**src/hdl/ccs_pkg.sv**
```systemverilog
package ccs_pkg;

  localparam logic [7:0] CH_SLASH = 8'h2F;
  localparam logic [7:0] CH_STAR  = 8'h2A;
  localparam logic [7:0] CH_NL    = 8'h0A;
  localparam logic [7:0] CH_BSL   = 8'h5C;
  localparam logic [7:0] CH_DQ    = 8'h22;
  localparam logic [7:0] CH_SQ    = 8'h27;

  localparam int QDepth = 4;
  localparam int QAw    = $clog2(QDepth);

  typedef enum logic [5:0] {
    MODE_CODE  = 6'b000001,
    MODE_STR   = 6'b000010,
    MODE_CHR   = 6'b000100,
    MODE_LINE  = 6'b001000,
    MODE_BLOCK = 6'b010000,
    MODE_BSTAR = 6'b100000
  } lex_mode_t;

  // bytes produced by one input word, plus its end mark
  typedef struct packed {
    logic [7:0] b0;
    logic [7:0] b1;
    logic [1:0] cnt;
    logic       last;
  } ccs_op_t;

endpackage

```
**src/hdl/ccs_in_if.sv**
```systemverilog
interface ccs_in_if;
  logic       valid;
  logic       ready;
  logic [7:0] in_byte;
  logic       in_last;

  modport source (output valid, output in_byte, output in_last, input ready);
  modport sink (input valid, input in_byte, input in_last, output ready);
endinterface

```
**src/hdl/ccs_out_if.sv**
```systemverilog
interface ccs_out_if;
  logic       valid;
  logic       ready;
  logic [7:0] out_byte;
  logic       byte_valid;
  logic       run_end;
  logic       stream_end;

  modport source (output valid, output out_byte, output byte_valid, output run_end,
                  output stream_end, input ready);
  modport sink (input valid, input out_byte, input byte_valid, input run_end,
                input stream_end, output ready);
endinterface

```
**src/hdl/ccs_front.sv**
```systemverilog
module ccs_front import ccs_pkg::*; (
  input  logic        clk,
  input  logic        rst,
  ccs_in_if.sink      in_ch,
  input  logic        full,
  output logic        push,
  output ccs_op_t     op
);

  lex_mode_t  mode, mode_next;
  logic       esc, esc_next;
  logic       held, held_next;
  logic       acc;
  logic [7:0] b;

  assign in_ch.ready = !full;
  assign acc = in_ch.valid && !full;
  assign b = in_ch.in_byte;

  always_comb begin
    mode_next = mode;
    esc_next  = esc;
    held_next = held;
    op.b0 = '0;
    op.b1 = '0;
    op.cnt = 2'd0;
    op.last = in_ch.in_last;
    case (mode)
      MODE_STR, MODE_CHR: begin
        op.b0 = b;
        op.cnt = 2'd1;
        if (esc) begin
          esc_next = 1'b0;
        end else if (b == CH_BSL) begin
          esc_next = 1'b1;
        end else if ((mode == MODE_STR && b == CH_DQ) || (mode == MODE_CHR && b == CH_SQ)) begin
          mode_next = MODE_CODE;
        end
      end
      MODE_LINE: begin
        if (b == CH_NL) begin
          mode_next = MODE_CODE;
          op.b0 = b;
          op.cnt = 2'd1;
        end
      end
      MODE_BLOCK: begin
        if (b == CH_STAR) mode_next = MODE_BSTAR;
      end
      MODE_BSTAR: begin
        if (b == CH_SLASH) begin
          mode_next = MODE_CODE;
        end else if (b != CH_STAR) begin
          mode_next = MODE_BLOCK;
        end
      end
      default: begin
        mode_next = MODE_CODE;
        if (held && b == CH_SLASH) begin
          held_next = 1'b0;
          mode_next = MODE_LINE;
        end else if (held && b == CH_STAR) begin
          held_next = 1'b0;
          mode_next = MODE_BLOCK;
        end else begin
          // held slash that opens nothing goes out ahead of this byte
          if (held) begin
            held_next = 1'b0;
            op.b0 = CH_SLASH;
            op.cnt = 2'd1;
          end
          if (esc) begin
            esc_next = 1'b0;
          end else if (b == CH_BSL) begin
            esc_next = 1'b1;
          end else if (b == CH_DQ) begin
            mode_next = MODE_STR;
          end else if (b == CH_SQ) begin
            mode_next = MODE_CHR;
          end
          if (b == CH_SLASH) begin
            held_next = 1'b1;
          end else if (op.cnt == 2'd0) begin
            op.b0 = b;
            op.cnt = 2'd1;
          end else begin
            op.b1 = b;
            op.cnt = 2'd2;
          end
        end
      end
    endcase
    // flush a slash still held at the end of the text
    if (in_ch.in_last && held_next) begin
      if (op.cnt == 2'd0) begin
        op.b0 = CH_SLASH;
        op.cnt = 2'd1;
      end else begin
        op.b1 = CH_SLASH;
        op.cnt = 2'd2;
      end
    end
    if (in_ch.in_last) begin
      mode_next = MODE_CODE;
      esc_next  = 1'b0;
      held_next = 1'b0;
    end
  end

  assign push = acc && (op.cnt != 2'd0 || op.last);

  always_ff @(posedge clk) begin
    if (rst) begin
      mode <= MODE_CODE;
      esc  <= 1'b0;
      held <= 1'b0;
    end else if (acc) begin
      mode <= mode_next;
      esc  <= esc_next;
      held <= held_next;
    end
  end

`ifndef SYNTHESIS
  a_last_resets: assert property (@(posedge clk) disable iff (rst)
    (acc && in_ch.in_last) |=> (mode == MODE_CODE && !esc && !held))
    else $error("lexer state not cleared after last word");

  a_held_in_code: assert property (@(posedge clk) disable iff (rst)
    held |-> (mode == MODE_CODE))
    else $error("slash held outside code");
`endif

endmodule

```
**src/hdl/ccs_fifo.sv**
```systemverilog
module ccs_fifo import ccs_pkg::*; (
  input  logic    clk,
  input  logic    rst,
  input  logic    push,
  input  ccs_op_t wdata,
  output logic    full,
  output logic    nonempty,
  input  logic    pop,
  output ccs_op_t rdata
);

  ccs_op_t            mem [QDepth];
  logic [QAw-1:0]     wptr;
  logic [QAw-1:0]     rptr;
  logic [QAw:0]       count;

  assign full = (count == (QAw+1)'(QDepth));
  assign nonempty = (count != '0);
  assign rdata = mem[rptr];

  always_ff @(posedge clk) begin
    if (push) mem[wptr] <= wdata;
  end

  always_ff @(posedge clk) begin
    if (rst) begin
      wptr  <= '0;
      rptr  <= '0;
      count <= '0;
    end else begin
      if (push) wptr <= wptr + 1'b1;
      if (pop) rptr <= rptr + 1'b1;
      if (push && !pop) begin
        count <= count + 1'b1;
      end else if (pop && !push) begin
        count <= count - 1'b1;
      end
    end
  end

`ifndef SYNTHESIS
  a_no_overflow: assert property (@(posedge clk) disable iff (rst) push |-> !full)
    else $error("queue written while full");

  a_no_underflow: assert property (@(posedge clk) disable iff (rst) pop |-> nonempty)
    else $error("queue read while empty");
`endif

endmodule

```
**src/hdl/ccs_back.sv**
```systemverilog
module ccs_back import ccs_pkg::*; (
  input  logic        clk,
  input  logic        rst,
  input  logic        nonempty,
  input  ccs_op_t     head,
  output logic        pop,
  ccs_out_if.source   out_ch
);

  logic       ovalid;
  logic [7:0] obyte;
  logic       obyte_valid, orun_end, ostream_end;
  logic       second;        // second byte of the popped entry still to go
  logic [7:0] second_byte;
  logic       second_last;
  logic       load;

  assign load = !ovalid || out_ch.ready;
  assign pop  = load && !second && nonempty;

  assign out_ch.valid      = ovalid;
  assign out_ch.out_byte   = obyte;
  assign out_ch.byte_valid = obyte_valid;
  assign out_ch.run_end    = orun_end;
  assign out_ch.stream_end = ostream_end;

  always_ff @(posedge clk) begin
    if (rst) begin
      ovalid <= 1'b0;
      second <= 1'b0;
    end else if (load) begin
      if (second) begin
        ovalid <= 1'b1;
        second <= 1'b0;
      end else begin
        ovalid <= nonempty;
        second <= nonempty && (head.cnt == 2'd2);
      end
    end
  end

  always_ff @(posedge clk) begin
    if (load) begin
      if (second) begin
        obyte       <= second_byte;
        obyte_valid <= 1'b1;
        orun_end    <= 1'b1;
        ostream_end <= second_last;
      end else begin
        obyte       <= (head.cnt == 2'd0) ? 8'h00 : head.b0;
        obyte_valid <= (head.cnt != 2'd0);
        orun_end    <= (head.cnt != 2'd2);
        ostream_end <= head.last && (head.cnt != 2'd2);
        second_byte <= head.b1;
        second_last <= head.last;
      end
    end
  end

`ifndef SYNTHESIS
  a_second_behind_word: assert property (@(posedge clk) disable iff (rst)
    second |-> ovalid)
    else $error("second byte pending with no word shown");
`endif

endmodule

```
**src/hdl/c_comment_stripper.sv**
```systemverilog
// Strips C comments from a byte stream: every source byte outside a line or block
// comment is passed on, with string literals, character constants and backslash
// escapes tracked so comment markers inside them are kept. A slash in code is held
// until the next byte shows whether it opens a comment. The input word marked last
// ends the text: a held slash is flushed, the final output word carries stream_end,
// and if no byte results an end-only word (byte_valid low) is given. The
// combinational lexer takes one input word per clock into a 4-entry queue, unless
// the queue is full; the output side sends one word per clock while out_ch.ready is
// high; an input yielding two bytes (held slash plus next byte) gives two words.
module c_comment_stripper import ccs_pkg::*; (
  input  logic      clk,
  input  logic      rst,
  ccs_in_if.sink    in_ch,
  ccs_out_if.source out_ch
);

  logic    push, full, nonempty, pop;
  ccs_op_t op, head;

  ccs_front u_front (
    .clk   (clk),
    .rst   (rst),
    .in_ch (in_ch),
    .full  (full),
    .push  (push),
    .op    (op)
  );

  ccs_fifo u_fifo (
    .clk      (clk),
    .rst      (rst),
    .push     (push),
    .wdata    (op),
    .full     (full),
    .nonempty (nonempty),
    .pop      (pop),
    .rdata    (head)
  );

  ccs_back u_back (
    .clk      (clk),
    .rst      (rst),
    .nonempty (nonempty),
    .head     (head),
    .pop      (pop),
    .out_ch   (out_ch)
  );

endmodule
```
**src/flat_wrapper.sv**
```systemverilog
// flat-port wrapper written by rule: the top's interface ports become plain ports
module c_comment_stripper_flat import ccs_pkg::*;
  (clk, rst, in_ch_valid, in_ch_in_byte, in_ch_in_last, in_ch_ready, out_ch_valid, out_ch_out_byte, out_ch_byte_valid, out_ch_run_end, out_ch_stream_end, out_ch_ready);
  ccs_in_if in_ch_i ();
  ccs_out_if out_ch_i ();
  input  logic clk;
  input  logic rst;
  input wire logic [$bits(in_ch_i.valid)-1:0] in_ch_valid;
  input wire logic [$bits(in_ch_i.in_byte)-1:0] in_ch_in_byte;
  input wire logic [$bits(in_ch_i.in_last)-1:0] in_ch_in_last;
  output wire logic [$bits(in_ch_i.ready)-1:0] in_ch_ready;
  output wire logic [$bits(out_ch_i.valid)-1:0] out_ch_valid;
  output wire logic [$bits(out_ch_i.out_byte)-1:0] out_ch_out_byte;
  output wire logic [$bits(out_ch_i.byte_valid)-1:0] out_ch_byte_valid;
  output wire logic [$bits(out_ch_i.run_end)-1:0] out_ch_run_end;
  output wire logic [$bits(out_ch_i.stream_end)-1:0] out_ch_stream_end;
  input wire logic [$bits(out_ch_i.ready)-1:0] out_ch_ready;
  assign in_ch_i.valid = in_ch_valid;
  assign in_ch_i.in_byte = in_ch_in_byte;
  assign in_ch_i.in_last = in_ch_in_last;
  assign in_ch_ready = in_ch_i.ready;
  assign out_ch_valid = out_ch_i.valid;
  assign out_ch_out_byte = out_ch_i.out_byte;
  assign out_ch_byte_valid = out_ch_i.byte_valid;
  assign out_ch_run_end = out_ch_i.run_end;
  assign out_ch_stream_end = out_ch_i.stream_end;
  assign out_ch_i.ready = out_ch_ready;
  c_comment_stripper u_core (.clk(clk), .rst(rst), .in_ch(in_ch_i), .out_ch(out_ch_i));
endmodule
```
**config.mk**
```make
export PLATFORM = sky130hd
export DESIGN_NAME = c_comment_stripper_flat
export DESIGN_NICKNAME = d
export VERILOG_FILES = /design/src/hdl/ccs_pkg.sv /design/src/hdl/ccs_in_if.sv /design/src/hdl/ccs_out_if.sv /design/src/hdl/ccs_front.sv /design/src/hdl/ccs_fifo.sv /design/src/hdl/ccs_back.sv /design/src/hdl/c_comment_stripper.sv /design/src/flat_wrapper.sv
export SDC_FILE = /design/constraint.sdc
export NUM_CORES = 1
export LEC_CHECK = 0
export ABC_CLOCK_PERIOD_IN_PS = 7900
export BUFFER_PORTS_ARGS = -buffer_cell sky130_fd_sc_hd__buf_4
export CAP_MARGIN = 20
export CORE_MARGIN = 2
export CORE_UTILIZATION = 58
export DETAILED_ROUTE_END_ITERATION = 12
export PLACE_DENSITY = 0.84
export SYNTH_ARGS = -nofsm -noshare
export SYNTH_HDL_FRONTEND = slang
export SYNTH_HIERARCHICAL = 1
export SYNTH_SLANG_ARGS = --single-unit
export TNS_END_PERCENT = 20
```
**constraint.sdc**
```tcl
create_clock -name clk -period 7.9 [get_ports clk]
set_input_delay 0.79 -clock clk [delete_from_list [all_inputs] [get_ports clk]]
set_output_delay 0.79 -clock clk [all_outputs]
set_load 0.005 [all_outputs]
```
==> reports/qor.yml, run 1 <==
outcome: "finished clean"
yosysUniqueCellTypes: 59
synth-edff-count: 96
diodes: 0
final_cell_mix: "96 x edfxtp_1, 26 x buf_4, 20 x nor2_1"
clock_skew_ns: 0.00950
ys_seq_elements: 115
fmax_ghz: 0.325
path_common_cell: "inv_1"
post-route-util_pct: 68.8
rsz0062_at_grt: "false"
die_w_um: 98.8
grt_max_degree: 24
drc: 0
async_flop_share_pct: 0
vias_per_cell: 6.15
yosysWarnings: 6
setup_viol: 0
reg2reg_from: "u_core/u_back/second$_SDFFE_PP0N_"
hold_start: "u_core/u_front/esc$_SDFFE_PP0P_"
synth_nets: 377
ioPinCount: 26
post-place-ws_ns: 4.37
htreeDepth: 4
ctsResizeCount: 0
dieArea_um2: 9750
dp.cells: 478
hpwl_mm: 6.80
max-vdd-ir-drop_v: 0.000141
layout_commonest_cell: "edfxtp_1"
path_class: "reg2reg"
drive_gt1_share_pct: 23.4
gr-usage-all-layers_pct: 22.7
num_rows: 34
worst_hold_slack_ns: 0.502
numCtsBuffers: 17
min_to: "u_core/u_front/esc$_SDFFE_PP0P_"
synth-seq-area-share_pct: 62.7
cts_setup_buffers: 0
crit_arrival_ns: 3.50
overflow: 0
max-cap-violations: 0
max_stage_delay_ns: 0.90
crit_path_cell_trace: "nor2_1 -> and2_1 -> inv_1 -> ha_1 -> inv_1 -> fa_1 -> xor2_1 -> or3_1 -> a21oi_1"
r2r_cells: 9
p_total_mw: 1.91
postSynthCellCount: 358
slowest_stage: "dfxtp_1"
crit_required_ns: 8.33
globalplace.congestion: 0.848
routedWlPerCell_um: 20.0
reg2reg_to: "u_core/u_fifo/count[2]$_SDFFE_PP0P_"
clock_path_buffers: 2
fin_crit_sh_pct: 38.9
hold_viol_final: 0
grt_pass1_wl_mm: 16.6
cts_root_buf: "clkbuf_8"
grt_pass1_vias: 3196
r2r_slack_ns: 4.83
numPortBuffers: 25
syn_to_final_growth_pct: 15.2
path_clk_slew_ns: 0.06
synth_area_leader_cell: "edfxtp_1"
netlist.area_leader.share_pct: 55.4
setup_ws_ns: 4.83
yosys-top-cells-area: "edfxtp_1 55%, dfxtp_1 7.3%, mux4_1 4.5%"
clk_latency_ns: 0.50
fin_crit_ns: 3.07
slew_violations: 0
nets: 408
start_util_pct: 59.7
ctsHoldBuffers: 0
finalInstanceArea_um2: 6000
vias: 3137
power.leakage_nw: 2.14
synth_area_um2: 5210
die_h_um: 98.8
tightest_slew_ns: 1.04
antenna_found_initial: 0
drt-pass1-iter-count: 7
cts_tree: "done"
placed_cell_area_um2: 5430
postSynthAreaPerCell_um2: 14.5
cp-start-kind: "flop"
synth_ff_type: "edfxtp_1"
holdPathStages: 2
ant_nets: 0
p_per_area_nw_per_um2: 318
relSlewSlack_pct: 30.5
drtIter0Drc: 182
setup_tns_ns: 0
clock-sinks: 115
final_cell_count_no_fill: 510
fillers: 589
holdCritPathClass: "reg2reg"
routed_wl_mm: 10.2
worst-path-max-fanout: 23
cp-end-kind: "flop"
core_um2: 8720
==> state kept, by name, indices dropped and copies added (netlist names), named ones only <==
signal,cells
u_core/u_fifo/wptr,2
u_core/u_back/second_last,1
u_core/u_back/out_ch.run_end,1
u_core/u_back/out_ch.stream_end,1
u_core/u_fifo/rptr,2
u_core/u_back/second_byte,8
u_core/u_back/out_ch.out_byte,8
u_core/u_fifo/mem,76
u_core/u_front/esc,1
u_core/u_back/second,1
u_core/u_front/mode,6
u_core/u_front/held,1
u_core/u_fifo/count,3
u_core/u_back/out_ch.byte_valid,1
u_core/u_back/out_ch.valid,1
==> final cells by class <==
class	instances	area, um2	area share [%]
Inverter	15	56.3	0.938
Multi-Input combinational cell	214	1780	29.7
Clock inverter	6	38.8	0.646
Clock buffer	26	532	8.86
Tap cell	108	135	2.25
Sequential cell	115	3260	54.4
Timing Repair Buffer	26	195	3.25
==> critical path: cells and delay by family, from the launching register on <==
family / cells / cell delay (ns)
XOR/XNOR: 1 / 0.15
buffers and inverters: 2 / 0.15
adder cells (fa/ha/maj): 2 / 0.59
flip-flops: 1 / 0.90
AO/OA/AOI/OAI: 1 / 0.14
AND/OR/NAND/NOR: 3 / 1.06
==> worst max path at each step <==
stage | start | slack [ns] | to
after floorplan | in_ch_in_byte[7] | 4.74 | u_core/u_fifo/count[2]$_SDFFE_PP0P_
after global placement | in_ch_in_byte[7] | 4.46 | u_core/u_fifo/count[2]$_SDFFE_PP0P_
after detailed placement | in_ch_in_byte[7] | 4.37 | u_core/u_fifo/count[2]$_SDFFE_PP0P_
after CTS | u_core/u_back/second$_SDFFE_PP0N_ | 4.82 | u_core/u_fifo/count[2]$_SDFFE_PP0P_
after global routing | u_core/u_back/second$_SDFFE_PP0N_ | 4.54 | u_core/u_fifo/count[2]$_SDFFE_PP0P_
final | u_core/u_back/second$_SDFFE_PP0N_ | 4.83 | u_core/u_fifo/count[2]$_SDFFE_PP0P_
==> routing by layer <==
metal,global-route usage (%),share of wire [%],vias to the layer above
met5,0,0,-
met4,10.0,2.3,0
met3,5.18,4.9,27
met2,38.4,51,120
met1,28.2,42,1532
li1,-,-,1458
==> power breakdown <==
part,internal (mW),switching [mW]
clock network,0.458,0.250
logic,0.176,0.182
registers,0.788,0.0518
==> cell families after synthesis <==
family	synth area share, %
flip-flops	62.7
AND/OR/NAND/NOR	12.5
AO/OA/AOI/OAI	8.72
buffers and inverters	3.15
multiplexers	10.2
XOR/XNOR	1.18
adder cells (fa/ha/maj)	1.59
==> Yosys cell counts, types with 2 or more instances <==
| cell | n |
|---|---|
| or3_1 | 3 |
| inv_1 | 15 |
| o21ai_0 | 12 |
| mux4_2 | 10 |
| xnor2_1 | 2 |
| o21ai_1 | 9 |
| nor3_1 | 3 |
| and2_1 | 13 |
| nor4_1 | 2 |
| nor2b_1 | 4 |
| o21ai_2 | 8 |
| buf_2 | 4 |
| edfxtp_1 | 96 |
| mux4_1 | 9 |
| nor2_1 | 20 |
| o221ai_1 | 3 |
| nand3_1 | 3 |
| and3_1 | 9 |
| ha_1 | 5 |
| dfxtp_1 | 19 |
| o211ai_2 | 2 |
| buf_6 | 4 |
| xor2_1 | 5 |
| nand2b_1 | 7 |
| nor4_2 | 2 |
| nor3b_2 | 2 |
| clkbuf_1 | 4 |
| o2111ai_1 | 4 |
| a21oi_1 | 11 |
| nor3b_1 | 2 |
| nand4_1 | 5 |
| nand2_1 | 19 |
| mux2i_1 | 7 |
| a31oi_1 | 2 |
| nand2_2 | 9 |
No activity file was read; power rests on OpenSTA's default activity.
==> run 2: changes to the inputs <==
--- a/config.mk
+++ b/config.mk
@@ -5,7 +5,7 @@
 export SDC_FILE = /design/constraint.sdc
 export NUM_CORES = 1
 export LEC_CHECK = 0
-export ABC_CLOCK_PERIOD_IN_PS = 7900
+export ABC_CLOCK_PERIOD_IN_PS = 3100
 export BUFFER_PORTS_ARGS = -buffer_cell sky130_fd_sc_hd__buf_4
 export CAP_MARGIN = 20
 export CORE_MARGIN = 2
==> constraint.sdc (replaced) <==
create_clock -name clk -period 3.1 [get_ports clk]
set_input_delay 0.31 -clock clk [delete_from_list [all_inputs] [get_ports clk]]
set_output_delay 0.31 -clock clk [all_outputs]
set_load 0.005 [all_outputs]
==> run 2 against run 1 <==
- non-clock buffer count grew 9
- utilization grew 0.89 points
- global-route usage grew 1.8 points
- combinational power grew to 2.8 times the previous value
==> reports/qor.yml, run 2 (same netlist as run 1, synthesis figures left out) <==
outcome: "finished clean"
grt_max_degree: 23  # -4.2%
largest_reg_flops: 76  # unchanged
diodes: 0  # unchanged
start_util_pct: 59.7  # unchanged
holdCritPathClass: "in2reg"
drtIter0Drc: 291  # +60%
p_per_area_nw_per_um2: 820  # +160%
seqCellArea_um2: 3260  # unchanged
layout_commonest_cell: "edfxtp_1"
setup_tns_ns: 0  # unchanged
max-cap-violations: 0  # unchanged
hold_viol_final: 0  # unchanged
p_total_mw: 4.98  # +160%
cts_root_buf: "clkbuf_8"
cp-start-kind: "flop"
drc: 0  # unchanged
syn_to_final_growth_pct: 16.7
final_cell_mix: "96 x edfxtp_1, 35 x buf_4, 20 x nor2_1"
max-vdd-ir-drop_v: 0.000516  # +270%
placed_cell_area_um2: 5500  # +1.2%
tightest_slew_ns: 0.850  # -0.192 ns
setup_viol: 0  # unchanged
dp.cells: 487  # +1.9%
drt-pass1-iter-count: 5  # -2
hpwl_mm: 7.00  # +2.8%
rsz0062_at_grt: "false"
fin_crit_ns: 2.84  # -0.239 ns
fin_crit_sh_pct: 91.5  # +53 points
grt_pass1_wl_mm: 17.7  # +6.7%
path_clk_slew_ns: 0.06  # about the same
routedWlPerCell_um: 21.5  # +7.3%
drive_gt1_share_pct: 25.1  # +1.7 points
post-place-ws_ns: 0.291  # -4.08 ns
gr-usage-all-layers_pct: 24.6  # +1.8 points
die_w_um: 98.8  # unchanged
overflow: 0  # unchanged
cts_tree: "done"
numCtsBuffers: 17  # unchanged
power.leakage_nw: 2.17  # +1.5%
numPortBuffers: 25  # unchanged
num_rows: 34  # unchanged
regMostFlops: "u_core/u_fifo/mem"
grt_pass1_vias: 3256  # +1.9%
htreeDepth: 4  # unchanged
core_um2: 8720  # unchanged
relSlewSlack_pct: 43.1  # +13 points
crit_required_ns: 3.52  # -4.81 ns
clock-sinks: 115  # unchanged
fillers: 549  # -6.8%
ant_nets: 0  # unchanged
crit_arrival_ns: 3.25  # -0.25 ns
clock_skew_ns: 0.00866  # -0.000841 ns
post-route-util_pct: 69.7  # +0.89 points
cp-end-kind: "flop"
fmax_ghz: 0.353  # +8.4%
dieArea_um2: 9750  # unchanged
antenna_found_initial: 0  # unchanged
vias_per_cell: 6.33  # +2.9%
nets: 417  # +2.2%
globalplace.congestion: 0.911  # +7.4%
worst-path-max-fanout: 6  # -74%
ctsHoldBuffers: 0  # unchanged
die_h_um: 98.8  # unchanged
setup_ws_ns: 0.265  # -4.56 ns
clock_path_buffers: 2  # unchanged
worst_hold_slack_ns: 0.113  # -0.389 ns
routed_wl_mm: 11.1  # +9.2%
path_class: "reg2reg"
cts_setup_buffers: 0  # unchanged
ioPinCount: 26  # unchanged
vias: 3284  # +4.7%
multi_input_area_um2: 1780  # unchanged
slew_violations: 0  # unchanged
clk_latency_ns: 0.49  # about the same
finalInstanceArea_um2: 6080  # +1.3%
final_cell_count_no_fill: 519  # +1.8%
ctsResizeCount: 0  # unchanged
run 2: changes by cell type in the layout (fill, tap and decap cells not counted):
| cell | before | now |
|---|---|---|
| buf_4 | 26 | 35 |
| inv_6 | 0 | 1 |
| clkbuf_8 | 3 | 1 |
| inv_4 | 1 | 0 |
| clkinvlp_4 | 0 | 4 |
| clkinv_2 | 3 | 1 |
| clkinv_1 | 0 | 3 |
| bufinv_16 | 0 | 3 |
| clkbuf_1 | 4 | 1 |
| clkbuf_16 | 19 | 16 |
run 2: worst max-delay path, stage by stage (launching register included):
cell     delay, ns
dfxtp_1       0.37
nor3_2        0.31
nand3_1       0.17
o21ai_1       0.27
nor3_1        0.09
nor2_1        0.17
ha_1          0.22
inv_1         0.07
fa_1          0.43
xor2_1        0.16
or3_1         0.32
a21oi_1       0.17
run 2: cell type report:
cell class                      instances  area share, %
Multi-Input combinational cell        214           29.3
Clock buffer                           18           6.88
Inverter                               15          0.926
Sequential cell                       115           53.7
Clock inverter                         14           2.68
Tap cell                              108           2.22
Timing Repair Buffer                   35           4.32
run 2: power by group:
group	switching (mW)	internal (mW)
Combinational	0.530	0.466
Sequential	0.0991	2.01
Clock	0.666	1.22
Total	1.30	3.69
run 2: worst paths after layout:
kind                                             from                                   to  slack (ns)  depth (start not counted)
hold reg to reg       u_core/u_front/esc$_SDFFE_PP0P_      u_core/u_front/esc$_SDFFE_PP0P_        0.51                          2
hold / removal                           out_ch_ready    u_core/u_back/second$_SDFFE_PP0N_        0.11                          4
setup / recovery  u_core/u_front/mode[1]$_SDFFE_PP0P_  u_core/u_fifo/count[2]$_SDFFE_PP0P_        0.26                         11
setup reg to reg  u_core/u_front/mode[1]$_SDFFE_PP0P_  u_core/u_fifo/count[2]$_SDFFE_PP0P_        0.26                         11
run 2: layer usage:
layer  GRT usage, %  up-vias  share of wire (%)
li1               -     1472                  -
met1           30.1     1591                 38
met2           41.9      193                 53
met3           6.67       28                6.9
met4           9.06        0                2.3
met5              0        -                  0
